$ cat src/rtl/core/hmf_pkg.sv
// shared types, constants and keyword table of the http message framer
package hmf_pkg;

    // width of the internal length and body counters
    localparam int LENGTH_BITS  = 32;
    // width of the reported content length
    localparam int OUT_BITS     = 32;
    localparam int LEN_EXT_BITS = LENGTH_BITS + OUT_BITS;
    // product width for length * 10 + digit
    localparam int PROD_BITS    = LENGTH_BITS + 4;

    localparam int KW_LEN      = 15;
    localparam int KW_IDX_BITS = 4;

    localparam logic [7:0] CHAR_CR    = 8'h0D;
    localparam logic [7:0] CHAR_LF    = 8'h0A;
    localparam logic [7:0] CHAR_SPACE = 8'h20;
    localparam logic [7:0] CHAR_ZERO  = 8'h30;
    localparam logic [7:0] CHAR_NINE  = 8'h39;
    localparam logic [7:0] CHAR_KW_C  = 8'h43;

    typedef logic [LENGTH_BITS-1:0] t_length;
    localparam t_length LENGTH_MAX = '1;

    // message phase
    typedef enum logic [1:0] {
        PH_HEADERS = 2'd0,
        PH_BODY    = 2'd1,
        PH_DONE    = 2'd2
    } t_phase;

    // progress of the content length value parse
    typedef enum logic [1:0] {
        VP_SEARCH = 2'd0,
        VP_SPACES = 2'd1,
        VP_DIGITS = 2'd2,
        VP_DONE   = 2'd3
    } t_value_phase;

    // one request byte
    typedef struct packed {
        logic [7:0] data_byte;
        logic       start_new;
    } t_in_item;

    // one result
    typedef struct packed {
        logic                status;
        logic                byte_is_body;
        logic [OUT_BITS-1:0] msg_length;
        logic                length_overflow;
    } t_result;

    // characters of "Content-Length:" by position, nul past the end
    function automatic logic [7:0] keyword_char(input logic [KW_IDX_BITS-1:0] idx);
        logic [7:0] ch;
        begin
            case (idx)
                4'd0:    ch = 8'h43; // C
                4'd1:    ch = 8'h6F; // o
                4'd2:    ch = 8'h6E; // n
                4'd3:    ch = 8'h74; // t
                4'd4:    ch = 8'h65; // e
                4'd5:    ch = 8'h6E; // n
                4'd6:    ch = 8'h74; // t
                4'd7:    ch = 8'h2D; // -
                4'd8:    ch = 8'h4C; // L
                4'd9:    ch = 8'h65; // e
                4'd10:   ch = 8'h6E; // n
                4'd11:   ch = 8'h67; // g
                4'd12:   ch = 8'h74; // t
                4'd13:   ch = 8'h68; // h
                4'd14:   ch = 8'h3A; // :
                default: ch = 8'h00;
            endcase
            return ch;
        end
    endfunction

endpackage

$ cat src/rtl/core/hmf_if.sv
// request and result channel interfaces of the http message framer
interface hmf_in_if;
    logic       valid;
    logic       ready;
    logic [7:0] data_byte;
    logic       start_new;

    modport source (output valid, output data_byte, output start_new, input ready);
    modport sink   (input valid, input data_byte, input start_new, output ready);
endinterface

interface hmf_out_if;
    logic                         valid;
    logic                         ready;
    logic                         status;
    logic                         byte_is_body;
    logic [hmf_pkg::OUT_BITS-1:0] msg_length;
    logic                         length_overflow;

    modport source (output valid, output status, output byte_is_body,
                    output msg_length, output length_overflow, input ready);
    modport sink   (input valid, input status, input byte_is_body,
                    input msg_length, input length_overflow, output ready);
endinterface

$ cat src/rtl/core/hmf_in_reg.sv
// input register stage of the http message framer
module hmf_in_reg (
    input  logic              i_clk,
    input  logic              i_rst_n,
    input  logic              i_valid,
    input  hmf_pkg::t_in_item i_item,
    input  logic              i_advance,
    output logic              o_ready,
    output logic              o_valid,
    output hmf_pkg::t_in_item o_item
);
    logic              r_valid;
    logic              n_valid;
    hmf_pkg::t_in_item r_item;
    logic              accept;

    // take a new request when empty or when the held one moves on
    assign o_ready = !r_valid || i_advance;
    assign accept  = i_valid && o_ready;
    assign n_valid = accept || (r_valid && !i_advance);

    always_ff @(posedge i_clk) begin
        if (!i_rst_n) begin
            r_valid <= 1'b0;
        end else begin
            r_valid <= n_valid;
        end
    end

    // payload
    always_ff @(posedge i_clk) begin
        if (accept) begin
            r_item <= i_item;
        end
    end

    assign o_valid = r_valid;
    assign o_item  = r_item;
endmodule

$ cat src/rtl/core/hmf_parser.sv
// header matchers, length parse and body counter, one byte per cycle when the byte advances
module hmf_parser (
    input  logic              i_clk,
    input  logic              i_rst_n,
    input  logic              i_advance,
    input  hmf_pkg::t_in_item i_item,
    output hmf_pkg::t_result  o_result
);
    hmf_pkg::t_phase       r_phase, c_phase, n_phase;
    logic [1:0]            r_term, c_term, n_term;
    logic [hmf_pkg::KW_IDX_BITS-1:0] r_kw, c_kw, n_kw;
    hmf_pkg::t_value_phase r_vp, c_vp, n_vp;
    hmf_pkg::t_length      r_len, c_len, n_len;
    hmf_pkg::t_length      r_body, c_body, n_body;
    logic                  r_ovf, c_ovf, n_ovf;

    logic [7:0]                        b;
    logic                              is_digit;
    logic [3:0]                        digit;
    logic [7:0]                        digit_full;
    logic [hmf_pkg::PROD_BITS-1:0]     len_ext;
    logic [hmf_pkg::PROD_BITS-1:0]     prod;
    logic                              do_digit;
    logic                              is_body;
    logic [hmf_pkg::LEN_EXT_BITS-1:0]  len_wide;

    assign b          = i_item.data_byte;
    assign is_digit   = (b >= hmf_pkg::CHAR_ZERO) && (b <= hmf_pkg::CHAR_NINE);
    assign digit_full = b - hmf_pkg::CHAR_ZERO;
    assign digit      = digit_full[3:0];

    // state as seen by this byte: start_new clears it first
    always_comb begin
        if (i_item.start_new) begin
            c_phase = hmf_pkg::PH_HEADERS;
            c_term  = '0;
            c_kw    = '0;
            c_vp    = hmf_pkg::VP_SEARCH;
            c_len   = '0;
            c_body  = '0;
            c_ovf   = 1'b0;
        end else begin
            c_phase = r_phase;
            c_term  = r_term;
            c_kw    = r_kw;
            c_vp    = r_vp;
            c_len   = r_len;
            c_body  = r_body;
            c_ovf   = r_ovf;
        end
    end

    // length * 10 + digit, saturation when it passes the counter range
    assign len_ext = {4'b0, c_len};
    assign prod    = (len_ext << 3) + (len_ext << 1)
                   + {{(hmf_pkg::PROD_BITS-4){1'b0}}, digit};

    // next state
    always_comb begin
        n_phase  = c_phase;
        n_term   = c_term;
        n_kw     = c_kw;
        n_vp     = c_vp;
        n_len    = c_len;
        n_body   = c_body;
        n_ovf    = c_ovf;
        do_digit = 1'b0;
        is_body  = 1'b0;

        unique case (c_phase)
            hmf_pkg::PH_HEADERS: begin
                // keyword search and value parse
                unique case (c_vp)
                    hmf_pkg::VP_SEARCH: begin
                        if (b == hmf_pkg::keyword_char(c_kw)) begin
                            if (c_kw == 4'(hmf_pkg::KW_LEN - 1)) begin
                                n_kw = '0;
                                n_vp = hmf_pkg::VP_SPACES;
                            end else begin
                                n_kw = c_kw + 1'b1;
                            end
                        end else begin
                            n_kw = (b == hmf_pkg::CHAR_KW_C) ? 4'd1 : 4'd0;
                        end
                    end
                    hmf_pkg::VP_SPACES: begin
                        if (is_digit) begin
                            do_digit = 1'b1;
                            n_vp     = hmf_pkg::VP_DIGITS;
                        end else if (b != hmf_pkg::CHAR_SPACE) begin
                            n_vp = hmf_pkg::VP_DONE;
                        end
                    end
                    hmf_pkg::VP_DIGITS: begin
                        if (is_digit) begin
                            do_digit = 1'b1;
                        end else begin
                            n_vp = hmf_pkg::VP_DONE;
                        end
                    end
                    default: begin
                        n_vp = c_vp;
                    end
                endcase

                if (do_digit) begin
                    if (prod > {4'b0, hmf_pkg::LENGTH_MAX}) begin
                        n_len = hmf_pkg::LENGTH_MAX;
                        n_ovf = 1'b1;
                    end else begin
                        n_len = prod[hmf_pkg::LENGTH_BITS-1:0];
                    end
                end

                // header terminator cr lf cr lf
                if (c_term == 2'd3 && b == hmf_pkg::CHAR_LF) begin
                    n_term = 2'd0;
                    if (n_vp == hmf_pkg::VP_SEARCH || n_len == '0) begin
                        n_phase = hmf_pkg::PH_DONE;
                    end else begin
                        n_phase = hmf_pkg::PH_BODY;
                        n_body  = '0;
                    end
                end else if ((c_term == 2'd0 || c_term == 2'd2) && b == hmf_pkg::CHAR_CR) begin
                    n_term = c_term + 2'd1;
                end else if (c_term == 2'd1 && b == hmf_pkg::CHAR_LF) begin
                    n_term = 2'd2;
                end else begin
                    n_term = (b == hmf_pkg::CHAR_CR) ? 2'd1 : 2'd0;
                end
            end
            hmf_pkg::PH_BODY: begin
                // saturating body count
                is_body = 1'b1;
                if (c_body != hmf_pkg::LENGTH_MAX) begin
                    n_body = c_body + 1'b1;
                end
                if (n_body >= c_len) begin
                    n_phase = hmf_pkg::PH_DONE;
                end
            end
            default: begin
                n_phase = c_phase;
            end
        endcase
    end

    // result of this byte
    assign len_wide = {{hmf_pkg::OUT_BITS{1'b0}}, n_len};
    always_comb begin
        o_result.status = !(n_phase == hmf_pkg::PH_HEADERS || n_phase == hmf_pkg::PH_BODY);
        o_result.byte_is_body = is_body;
        if (len_wide[hmf_pkg::LEN_EXT_BITS-1:hmf_pkg::OUT_BITS] != '0) begin
            o_result.msg_length = '1;
        end else begin
            o_result.msg_length = len_wide[hmf_pkg::OUT_BITS-1:0];
        end
        o_result.length_overflow = n_ovf;
    end

    // state registers, updated when the byte moves to the result register
    always_ff @(posedge i_clk) begin
        if (!i_rst_n) begin
            r_phase <= hmf_pkg::PH_HEADERS;
            r_term  <= '0;
            r_kw    <= '0;
            r_vp    <= hmf_pkg::VP_SEARCH;
            r_len   <= '0;
            r_body  <= '0;
            r_ovf   <= 1'b0;
        end else if (i_advance) begin
            r_phase <= n_phase;
            r_term  <= n_term;
            r_kw    <= n_kw;
            r_vp    <= n_vp;
            r_len   <= n_len;
            r_body  <= n_body;
            r_ovf   <= n_ovf;
        end
    end
endmodule

$ cat src/rtl/core/hmf_out_reg.sv
// result register stage of the http message framer
module hmf_out_reg (
    input  logic             i_clk,
    input  logic             i_rst_n,
    input  logic             i_valid,
    input  hmf_pkg::t_result i_result,
    input  logic             i_ready,
    output logic             o_space,
    output logic             o_valid,
    output hmf_pkg::t_result o_result
);
    logic             r_valid;
    logic             n_valid;
    hmf_pkg::t_result r_result;
    logic             load;

    // room when empty or when the held result is taken this cycle
    assign o_space = !r_valid || i_ready;
    assign load    = i_valid && o_space;
    assign n_valid = load || (r_valid && !i_ready);

    always_ff @(posedge i_clk) begin
        if (!i_rst_n) begin
            r_valid <= 1'b0;
        end else begin
            r_valid <= n_valid;
        end
    end

    // payload
    always_ff @(posedge i_clk) begin
        if (load) begin
            r_result <= i_result;
        end
    end

    assign o_valid  = r_valid;
    assign o_result = r_result;
endmodule

$ cat src/rtl/core/http_message_framer.sv
// Top level of the http message framer: Content-Length message framing over a byte
// stream. Each request carries one byte and a start_new flag that clears the parser
// before that byte. Every byte yields one result: status (message complete after this
// byte), whether the byte counted as body, the content length parsed so far
// (saturated to 32 bits) and the length overflow flag. A byte is accepted every cycle
// while the output is not stalled; the input register holds it and the result register
// takes its result. The one-byte state update in the parser stage sets the rate, one byte
// per clock. While the output stalls, the two registers hold up to two bytes in flight.
module http_message_framer (
    input  logic             i_clk,
    input  logic             i_rst_n,
    hmf_in_if.sink           i_in,
    hmf_out_if.source        o_out
);
    hmf_pkg::t_in_item in_item;
    hmf_pkg::t_in_item held_item;
    hmf_pkg::t_result  parse_result;
    hmf_pkg::t_result  out_result;
    logic              held_valid;
    logic              out_space;
    logic              advance;

    assign in_item.data_byte = i_in.data_byte;
    assign in_item.start_new = i_in.start_new;

    // a held byte moves on when the result register has room
    assign advance = held_valid && out_space;

    hmf_in_reg u_in_reg (
        .i_clk     (i_clk),
        .i_rst_n   (i_rst_n),
        .i_valid   (i_in.valid),
        .i_item    (in_item),
        .i_advance (advance),
        .o_ready   (i_in.ready),
        .o_valid   (held_valid),
        .o_item    (held_item)
    );

    hmf_parser u_parser (
        .i_clk     (i_clk),
        .i_rst_n   (i_rst_n),
        .i_advance (advance),
        .i_item    (held_item),
        .o_result  (parse_result)
    );

    hmf_out_reg u_out_reg (
        .i_clk    (i_clk),
        .i_rst_n  (i_rst_n),
        .i_valid  (held_valid),
        .i_result (parse_result),
        .i_ready  (o_out.ready),
        .o_space  (out_space),
        .o_valid  (o_out.valid),
        .o_result (out_result)
    );

    assign o_out.status          = out_result.status;
    assign o_out.byte_is_body    = out_result.byte_is_body;
    assign o_out.msg_length      = out_result.msg_length;
    assign o_out.length_overflow = out_result.length_overflow;
endmodule

$ cat src/flat_wrapper.sv
// flat-port wrapper written by rule: the top's interface ports become plain ports
module http_message_framer_flat 
  (i_clk, i_rst_n, i_in_valid, i_in_data_byte, i_in_start_new, i_in_ready, o_out_valid, o_out_status, o_out_byte_is_body, o_out_msg_length, o_out_length_overflow, o_out_ready);
  hmf_in_if i_in_i ();
  hmf_out_if o_out_i ();
  input  logic i_clk;
  input  logic i_rst_n;
  input wire logic [$bits(i_in_i.valid)-1:0] i_in_valid;
  input wire logic [$bits(i_in_i.data_byte)-1:0] i_in_data_byte;
  input wire logic [$bits(i_in_i.start_new)-1:0] i_in_start_new;
  output wire logic [$bits(i_in_i.ready)-1:0] i_in_ready;
  output wire logic [$bits(o_out_i.valid)-1:0] o_out_valid;
  output wire logic [$bits(o_out_i.status)-1:0] o_out_status;
  output wire logic [$bits(o_out_i.byte_is_body)-1:0] o_out_byte_is_body;
  output wire logic [$bits(o_out_i.msg_length)-1:0] o_out_msg_length;
  output wire logic [$bits(o_out_i.length_overflow)-1:0] o_out_length_overflow;
  input wire logic [$bits(o_out_i.ready)-1:0] o_out_ready;
  assign i_in_i.valid = i_in_valid;
  assign i_in_i.data_byte = i_in_data_byte;
  assign i_in_i.start_new = i_in_start_new;
  assign i_in_ready = i_in_i.ready;
  assign o_out_valid = o_out_i.valid;
  assign o_out_status = o_out_i.status;
  assign o_out_byte_is_body = o_out_i.byte_is_body;
  assign o_out_msg_length = o_out_i.msg_length;
  assign o_out_length_overflow = o_out_i.length_overflow;
  assign o_out_i.ready = o_out_ready;
  http_message_framer u_core (.i_clk(i_clk), .i_rst_n(i_rst_n), .i_in(i_in_i), .o_out(o_out_i));
endmodule
$ cat config.mk
export PLATFORM = sky130hd
export DESIGN_NAME = http_message_framer_flat
export DESIGN_NICKNAME = d
export VERILOG_FILES = /design/src/rtl/core/hmf_pkg.sv /design/src/rtl/core/hmf_if.sv /design/src/rtl/core/hmf_in_reg.sv /design/src/rtl/core/hmf_parser.sv /design/src/rtl/core/hmf_out_reg.sv /design/src/rtl/core/http_message_framer.sv /design/src/flat_wrapper.sv
export SDC_FILE = /design/constraint.sdc
export NUM_CORES = 1
export LEC_CHECK = 0
export BUFFER_PORTS_ARGS = -buffer_cell sky130_fd_sc_hd__buf_2
export CORE_AREA = 2 2 172 174
export DETAILED_ROUTE_END_ITERATION = 12
export DIE_AREA = 0 0 174 176
export SETUP_SLACK_MARGIN = 0.1
export SYNTH_ARGS = -nofsm -noshare
export SYNTH_HDL_FRONTEND = slang
export SYNTH_SLANG_ARGS = --single-unit
$ cat constraint.sdc
create_clock -name i_clk -period 11.2 [get_ports i_clk]
set_input_delay 1.12 -clock i_clk [delete_from_list [all_inputs] [get_ports i_clk]]
set_output_delay 1.12 -clock i_clk [all_outputs]
set_load 0.01 [all_outputs]
==> results of run 1 <==
==> report_power, final <==
| group | switching, mW | internal, mW |
|---|---|---|
| logic | 0.0426 | 0.0177 |
| clock network | 0.209 | 0.354 |
| registers | 0.00642 | 0.465 |
==> cells in the final DEF (no fill, tap or decap), types with 5 or more instances in the layout <==
cell	synthesis	routed
sky130_fd_sc_hd__nand2_1	197	197
sky130_fd_sc_hd__ha_1	105	105
sky130_fd_sc_hd__nor2_1	105	104
sky130_fd_sc_hd__a21oi_1	93	93
sky130_fd_sc_hd__o21ai_0	89	89
sky130_fd_sc_hd__dfxtp_1	77	77
sky130_fd_sc_hd__inv_1	56	55
sky130_fd_sc_hd__buf_2	3	49
sky130_fd_sc_hd__edfxtp_1	44	44
sky130_fd_sc_hd__xnor2_1	40	40
sky130_fd_sc_hd__nand3_1	31	31
sky130_fd_sc_hd__nand4_1	31	31
sky130_fd_sc_hd__a31oi_1	28	28
sky130_fd_sc_hd__a21o_1	27	27
sky130_fd_sc_hd__nor2b_1	26	26
sky130_fd_sc_hd__nor3_1	26	26
sky130_fd_sc_hd__xor2_1	22	22
sky130_fd_sc_hd__clkbuf_16	0	17
sky130_fd_sc_hd__mux2i_1	13	13
sky130_fd_sc_hd__o21ai_1	12	12
sky130_fd_sc_hd__nor4_1	12	12
sky130_fd_sc_hd__and3_1	11	11
sky130_fd_sc_hd__nand2b_1	10	10
sky130_fd_sc_hd__a211oi_1	10	10
sky130_fd_sc_hd__or3_1	9	9
sky130_fd_sc_hd__and2_1	8	8
sky130_fd_sc_hd__o211ai_1	7	7
sky130_fd_sc_hd__o31ai_1	7	7
sky130_fd_sc_hd__buf_4	2	7
sky130_fd_sc_hd__a22oi_1	6	6
sky130_fd_sc_hd__o22ai_1	5	5
==> worst max-delay path: stages, from the launching register on <==
cell and delay, ns:
sky130_fd_sc_hd__edfxtp_1 0.32, sky130_fd_sc_hd__buf_4 0.52, sky130_fd_sc_hd__inv_2 0.53, sky130_fd_sc_hd__nand2_1 0.26, sky130_fd_sc_hd__inv_1 0.10, sky130_fd_sc_hd__ha_1 0.28
sky130_fd_sc_hd__ha_1 0.24, sky130_fd_sc_hd__fa_1 0.44, sky130_fd_sc_hd__a211oi_1 0.32, sky130_fd_sc_hd__o21ai_2 0.14, sky130_fd_sc_hd__a21boi_2 0.27, sky130_fd_sc_hd__o21bai_2 0.13
sky130_fd_sc_hd__a31oi_1 0.40, sky130_fd_sc_hd__a311oi_1 0.17, sky130_fd_sc_hd__o311a_1 0.30, sky130_fd_sc_hd__nor4_1 0.44, sky130_fd_sc_hd__o21ai_0 0.25, sky130_fd_sc_hd__o31ai_4 0.49
sky130_fd_sc_hd__a32oi_1 0.21, sky130_fd_sc_hd__buf_4 0.27, sky130_fd_sc_hd__o21ai_0 0.17
==> routing by layer <==
metal,vias up,GRT usage (%)
met2,325,31.91
met3,49,2.756
met4,0,5.462
met1,4456,26.14
met5,-,0
li1,4591,-
==> flip-flops by register name, summed over array words and instances, names as in the netlist <==
name and cells:
u_core.u_parser.r_term 2, u_core.u_parser.r_kw 4, u_core.u_parser.r_body 32, u_core.u_out_reg.o_result 35, u_core.u_parser.r_vp 2, u_core.u_parser.r_len 32, u_core.u_in_reg.o_valid 1, u_core.u_out_reg.o_valid 1
u_core.u_parser.r_phase 2, u_core.u_parser.r_ovf 1, u_core.u_in_reg.o_item 9
==> worst min-delay path by stage <==
stage	startpoint	endpoint	slack [ns]	cells after the start
global route	u_core.u_parser.r_len[7]$_SDFFE_PN0P_	u_core.u_parser.r_len[7]$_SDFFE_PN0P_	0.47	2
finish	u_core.u_parser.r_len[7]$_SDFFE_PN0P_	u_core.u_parser.r_len[7]$_SDFFE_PN0P_	0.45	2
CTS	u_core.u_parser.r_len[7]$_SDFFE_PN0P_	u_core.u_parser.r_len[7]$_SDFFE_PN0P_	0.45	2
detailed placement	u_core.u_parser.r_len[7]$_SDFFE_PN0P_	u_core.u_parser.r_len[7]$_SDFFE_PN0P_	0.45	2
floorplan	u_core.u_parser.r_len[26]$_SDFFE_PN0P_	u_core.u_parser.r_len[26]$_SDFFE_PN0P_	0.43	2
global placement	u_core.u_parser.r_vp[0]$_SDFFE_PN0P_	u_core.u_parser.r_vp[0]$_SDFFE_PN0P_	0.44	2
==> cells by family (layout without fill, tap and decap cells) <==
kind of cell / Yosys count / after routing
buffers and inverters: 117 / 146
flip-flops: 121 / 121
adder cells (fa/ha/maj): 106 / 106
XOR/XNOR: 62 / 62
AO/OA/AOI/OAI: 342 / 342
AND/OR/NAND/NOR: 495 / 495
multiplexers: 16 / 16
==> metrics by stage <==
stage	hold slack, ns	util (%)
2_1_floorplan	0.4318	-
3_5_place_dp	0.4470	36.55
3_3_place_gp	0.4403	36.55
4_1_cts	0.4549	38.64
5_1_grt	0.4696	38.64
6_report	0.4526	38.64
==> cell type report <==
class	instances	area [sq um]
Timing Repair Buffer	56	297.8
Clock inverter	12	150.1
Inverter	58	217.7
Fill cell	2977	17520
Multi-Input combinational cell	1021	6575
Sequential cell	121	2863
Clock buffer	20	446.7
Tap cell	384	480.5
==> flow_summary.toml, run 1 <==
[synthesis]
synth_compound_gate_area_share_pct = 22.09
syn_nets = 1378
synth_sequential_area_ratio_pct = 28.93
main_combinational_cell_family_by_area_after_synthesis = "simple AND/OR/NAND/NOR gates"
post_synth_main_area_contributors = "sky130_fd_sc_hd__dfxtp_1 16%, sky130_fd_sc_hd__edfxtp_1 13%, sky130_fd_sc_hd__ha_1 13%, sky130_fd_sc_hd__nand2_1 7.5%, sky130_fd_sc_hd__a21oi_1 4.7%"
yosys_register_bits = 121
yosysTopAreaCell = "sky130_fd_sc_hd__dfxtp_1"
synthDominantCellAreaShare_pct = 15.58
synth_top_cells_by_count = "197 x sky130_fd_sc_hd__nand2_1, 105 x sky130_fd_sc_hd__ha_1, 105 x sky130_fd_sc_hd__nor2_1"
synthesis.area_per_instance_sq_um = 7.860
synthMostInstantiatedCell = "sky130_fd_sc_hd__nand2_1"
synthAdderAreaFrac_pct = 13.48
synth-simple-area-share_pct = 23.66
synth-edff-count = 44
synthArstFlopShare_pct = 0
gate_count_of_the_mapped_netlist = 1259
synthMuxAreaShare_pct = 1.656
netlist_area_sq_um = 9896
synth-warning-count = 0
synth-xor-area-share_pct = 5.487
synth_flop_cell = "sky130_fd_sc_hd__dfxtp_1"
synthDistinctLibCells = 81

[pwr]
totalPowerFinal_mw = 1.096
power_leakage_nw = 4.704
cellPowerDensity_nw_per_um2 = 99.35
irDropWorstVdd_mv = 0.09137

[placed_design]
place.detailed.instances = 1640
detailed_place_hpwl_um = 21730
dpl_cell_area_sq_um = 10430
gp_congestion = 0.9113
place.port_buffers = 49
pre_cts_ws_ns = 4.907

[detailed_routing]
wirelength_met1_um = 13660
route.vias.total = 9421
routed-wl-met3_um = 1643
detail_route.drc_violations = 0
wl_met2_um = 13410
vias_per_cell = 5.635
highest_layer = "met4"
drt-wirelength-per-cell_um = 17.59
first_iter_violations = 823
postRouteAntennaNets = 0
detail_route.first_pass.iterations = 5
wirelength_um = 29410

[clock_network]
cts-hold-fix-buffers = 0
max_h_tree_level = 4
post-cts-setup-buffer-count = 0
clk_pin_slew_worst_paths_ns = 0.06
post_cts_resized = 0
clk_path_buf_depth = 2
clock_buffer_count_from_cts = 17
worst_skew_pair_later_pin_latency_ns = 0.43
clock-sinks = 121
tritoncts = "yes"
root_buffer = "sky130_fd_sc_hd__clkbuf_16"

[global_routing]
number_of_global_route_vias_before_repair = 9016
global_route.overflow_total = 0
groute.usage.overall_pct = 19.25
grt_first_pass_wirelength_um = 47860
number_of_antenna_violations_at_the_first_check_in_global_routing = 0
grt_max_degree = 68

[final_layout]
post_route_cells_drive_above_1_share_pct = 9.161
final_standard_cell_area_without_fillers_sq_um = 11030
synthToLayoutAreaGrowth_pct = 11.47
nNetsFinal = 1394
stdcell_count = 1672
antenna-diode-count = 0

[min_path]
hold_class = "register to register"

[setup_path]
rr_startpoint = "u_core.u_in_reg.o_item[0]$_DFFE_PP_"
cp_data_arrival_time_ns = 6.71
timing_worst_setup_path_type = "register to register"
critical_path.endpoint = "u_core.u_parser.r_body[19]$_SDFFE_PN0P_"
worst_ep_required_time_ns = 11.54
setup.worst_path.start_class = "register"
critPathCaptureType = "register"
worstSetupStartpoint = "u_core.u_in_reg.o_item[0]$_DFFE_PP_"
ff2ff_setup_slack_ns = 4.83
timing.reg2reg.worst_path_depth = 20
worstReg2RegEnd = "u_core.u_parser.r_body[19]$_SDFFE_PN0P_"
worstPathMaxFanout = 63

[floorplan]
standard_cell_row_count = 62
dieWidth_um = 174
die_height_um = 176
floorplan.core_area_sq_um = 28550
initial_core_util_pct = 34.66
ios = 50
die_area_sq_um = 30620

[run]
cap_viol_max_count = 0

[sta]
hold_viol_final = 0
timing.final.ws_setup_ns = 4.831
timing.max_slew.rel_slack_pct = 20.51
grt_setup_unrepaired = "no"
min_period_ns = 6.369
setup-violations-final = 0
clock.fmax_mhz = 157.0
slew_at_the_pin_with_the_worst_max_slew_slack_ns = 1.188
final.setup.tns_ns = 0
skew_ns = 0.008687
post-route-period-util_pct = 56.87
final_max_slew_viol_count = 0

[status]
outcome = "finished clean"
No activity file was read; power rests on OpenSTA's default activity.
==> run 2: changes to the inputs <==
ABC_AREA = 1   (was default)
CORE_AREA = 2 2 184 186   (was 2 2 172 174)
DIE_AREA = 0 0 186 188   (was 0 0 174 176)
clock period = 6.1 ns   (was 11.2 ns; I/O delays follow)
==> run 2 against run 1 <==
  * Sequential cell count unchanged
  * Combinational power increased to 7.3 times the previous value
  * Critical path depth increased by 8
  * First-iteration DRC count increased by 7.3%
  * Register-to-register slack got worse by 3.9 ns
  * Total power increased by 120%
  * Clock power increased by 77%
  * Synthesized cell count increased by 33%
  * Cell count increased by 29%
  * Design area increased by 13%
  * Maximum frequency increased by 23%
  * Sequential power increased by 94%
  * Largest cell class unchanged
  * Largest power group unchanged
==> flow_summary.toml, run 2 <==
[status]
outcome = "finished clean"

[floorplan]
dieWidth_um = 186
ios = 50
initial_core_util_pct = 34.28
standard_cell_row_count = 67
die_height_um = 188
floorplan.core_area_sq_um = 33110
die_area_sq_um = 34970

[clock_network]
tritoncts = "yes"
post_cts_resized = 0
clk_path_buf_depth = 2
post-cts-setup-buffer-count = 0
clock_buffer_count_from_cts = 17
root_buffer = "sky130_fd_sc_hd__clkbuf_16"
worst_skew_pair_later_pin_latency_ns = 0.43
clock-sinks = 121
max_h_tree_level = 4
clk_pin_slew_worst_paths_ns = 0.06
cts-hold-fix-buffers = 0

[synthesis]
synthMostInstantiatedCell = "sky130_fd_sc_hd__nand2_1"
synth-edff-count = 44
synth-warning-count = 0
synthesis.area_per_instance_sq_um = 6.776
synthArstFlopShare_pct = 0
synth_flop_cell = "sky130_fd_sc_hd__dfxtp_1"
synth_top_cells_by_count = "389 x sky130_fd_sc_hd__nand2_1, 250 x sky130_fd_sc_hd__inv_1, 171 x sky130_fd_sc_hd__nor2_1"
synthDominantCellAreaShare_pct = 13.58
post_synth_main_area_contributors = "sky130_fd_sc_hd__dfxtp_1 14%, sky130_fd_sc_hd__nand2_1 13%, sky130_fd_sc_hd__edfxtp_1 12%, sky130_fd_sc_hd__ha_1 12%, sky130_fd_sc_hd__inv_1 8.3%"
syn_nets = 1794
gate_count_of_the_mapped_netlist = 1675
synthDistinctLibCells = 49
synth_sequential_area_ratio_pct = 25.22
netlist_area_sq_um = 11350
yosysTopAreaCell = "sky130_fd_sc_hd__dfxtp_1"
yosys_register_bits = 121

[sta]
worst_hold_slack_ns = 0.3591
timing.final.ws_setup_ns = 0.9168
skew_ns = 0.008985
setup-violations-final = 0
clock.fmax_mhz = 192.9
grt_setup_unrepaired = "no"
final.setup.tns_ns = 0
post-route-period-util_pct = 84.97
min_period_ns = 5.183
final_max_slew_viol_count = 0
hold_viol_final = 0
timing.max_slew.rel_slack_pct = 25.85
slew_at_the_pin_with_the_worst_max_slew_slack_ns = 1.111

[final_layout]
fin_util_pct = 37.68
flip_flop_count_of_the_largest_register_all_copies_and_words_added = 35
nNetsFinal = 1815
multi_input_combinational_cell_area_sq_um = 7156
mostFrequentLayoutCells = "389 x sky130_fd_sc_hd__nand2_1, 249 x sky130_fd_sc_hd__inv_1, 169 x sky130_fd_sc_hd__nor2_1"
n_fill_cell = 3473
final_standard_cell_area_without_fillers_sq_um = 12480
ff_latch_area_sq_um = 2863
post_route_cells_drive_above_1_share_pct = 13.98
antenna-diode-count = 0
synthToLayoutAreaGrowth_pct = 9.933
most_common_library_cell_in_the_layout_ignoring_fill_and_taps = "sky130_fd_sc_hd__nand2_1"

[detailed_routing]
postRouteAntennaNets = 0
detail_route.first_pass.iterations = 5
wirelength_um = 33210
route.vias.total = 10870
drt-wirelength-per-cell_um = 15.40
first_iter_violations = 883
detail_route.drc_violations = 0
vias_per_cell = 5.038

[global_routing]
global_route.overflow_total = 0
number_of_antenna_violations_at_the_first_check_in_global_routing = 0
grt_max_degree = 71
grt_first_pass_wirelength_um = 53500
groute.usage.overall_pct = 19.25
number_of_global_route_vias_before_repair = 10400

[run]
cap_viol_max_count = 0

[pwr]
seqPwrFrac_pct = 38.8
cell_internal_pwr_mw = 1.631
power_leakage_nw = 6.298
cellPowerDensity_nw_per_um2 = 189.0
power.net_switching_mw = 0.7272
switching_share_pct = 30.83
clkPwrFrac_pct = 42.5
power_frac_comb_pct = 18.7
irDropWorstVdd_mv = 0.1944

[setup_path]
timing_worst_setup_path_type = "register to register"
setup.worst_path.start_class = "register"
worst_path_largest_cell_delay_ns = 0.50
worstPathMaxFanout = 35
cp_data_arrival_time_ns = 5.54
crit_top_cell = "sky130_fd_sc_hd__nand2_1"
critical_path.slowest_cell = "sky130_fd_sc_hd__inv_2"
worst_ep_required_time_ns = 6.46
critPathCaptureType = "register"

[placed_design]
dpl_cell_area_sq_um = 11900
place.port_buffers = 49
gp_congestion = 0.9096
pre_cts_ws_ns = 0.9148
detailed_place_hpwl_um = 25220

[min_path]
hold_class = "input port to register"
## run 2: logic make-up after synthesis
| logic type | share of synthesized area (%) |
|---|---|
| buffers and inverters | 11.86 |
| DFF | 25.22 |
| adders and majority gates | 11.75 |
| AOI/OAI and AO/OA | 15.89 |
| xor gates and xnor gates | 3.781 |
| and+or+nand+nor | 31.50 |
## run 2: through the flow
step	power, mW	instances
3_5_place_dp	1.369	2125
4_1_cts	2.375	2157
5_1_grt	2.465	2157
2_1_floorplan	1.259	1675
6_report	2.359	2157
3_3_place_gp	1.363	2125
## run 2: area by class of cell
type / count / share of cell area (%)
inverters: 266 / 8.012
clock buffers: 17 / 3.410
clock inverters: 15 / 1.223
multi-input cells: 1231 / 57.35
flip-flops and latches: 121 / 22.94
well taps: 448 / 4.493
repair buffers: 59 / 2.567
## run 2: critical path: cells and delay by family, from the launching register on
family	cells	cell delay, ns
AND/OR/NAND/NOR	21	2.84
adder cells (fa/ha/maj)	2	0.74
flip-flops	1	0.39
AO/OA/AOI/OAI	3	0.41
buffers and inverters	2	0.69
## run 2: routing by layer
| layer | wire, um | GRT usage [%] | share of wire (%) |
|---|---|---|---|
| met1 | 15590 | 26.06 | 47 |
| met2 | 15540 | 32.01 | 47 |
| met3 | 1346 | 1.981 | 4.1 |
| met4 | 731 | 6.027 | 2.2 |
| met5 | 0 | 0 | 0 |
## run 2: path summary, 6_finish.rpt
kind                                            end                                 start  cells past startpoint  slack [ns]
min             u_core.u_in_reg.o_item[8]$_DFFE_PP_                     i_in_data_byte[7]                      1        0.36
min reg2reg    u_core.u_parser.r_vp[0]$_SDFFE_PN0P_  u_core.u_parser.r_vp[0]$_SDFFE_PN0P_                      2        0.47
max reg2reg  u_core.u_parser.r_body[1]$_SDFFE_PN0P_   u_core.u_in_reg.o_item[0]$_DFFE_PP_                     28        0.92
max          u_core.u_parser.r_body[1]$_SDFFE_PN0P_   u_core.u_in_reg.o_item[0]$_DFFE_PP_                     28        0.92
## run 2: power groups by stage
stage	Clock (mW)	Combinational, mW	Sequential (mW)
after floorplan	0	0.329	0.930
after detailed placement	0	0.438	0.932
after global routing	1.05	0.496	0.921
final	1.00	0.441	0.915
after global placement	0	0.431	0.931
after CTS	1.02	0.439	0.915
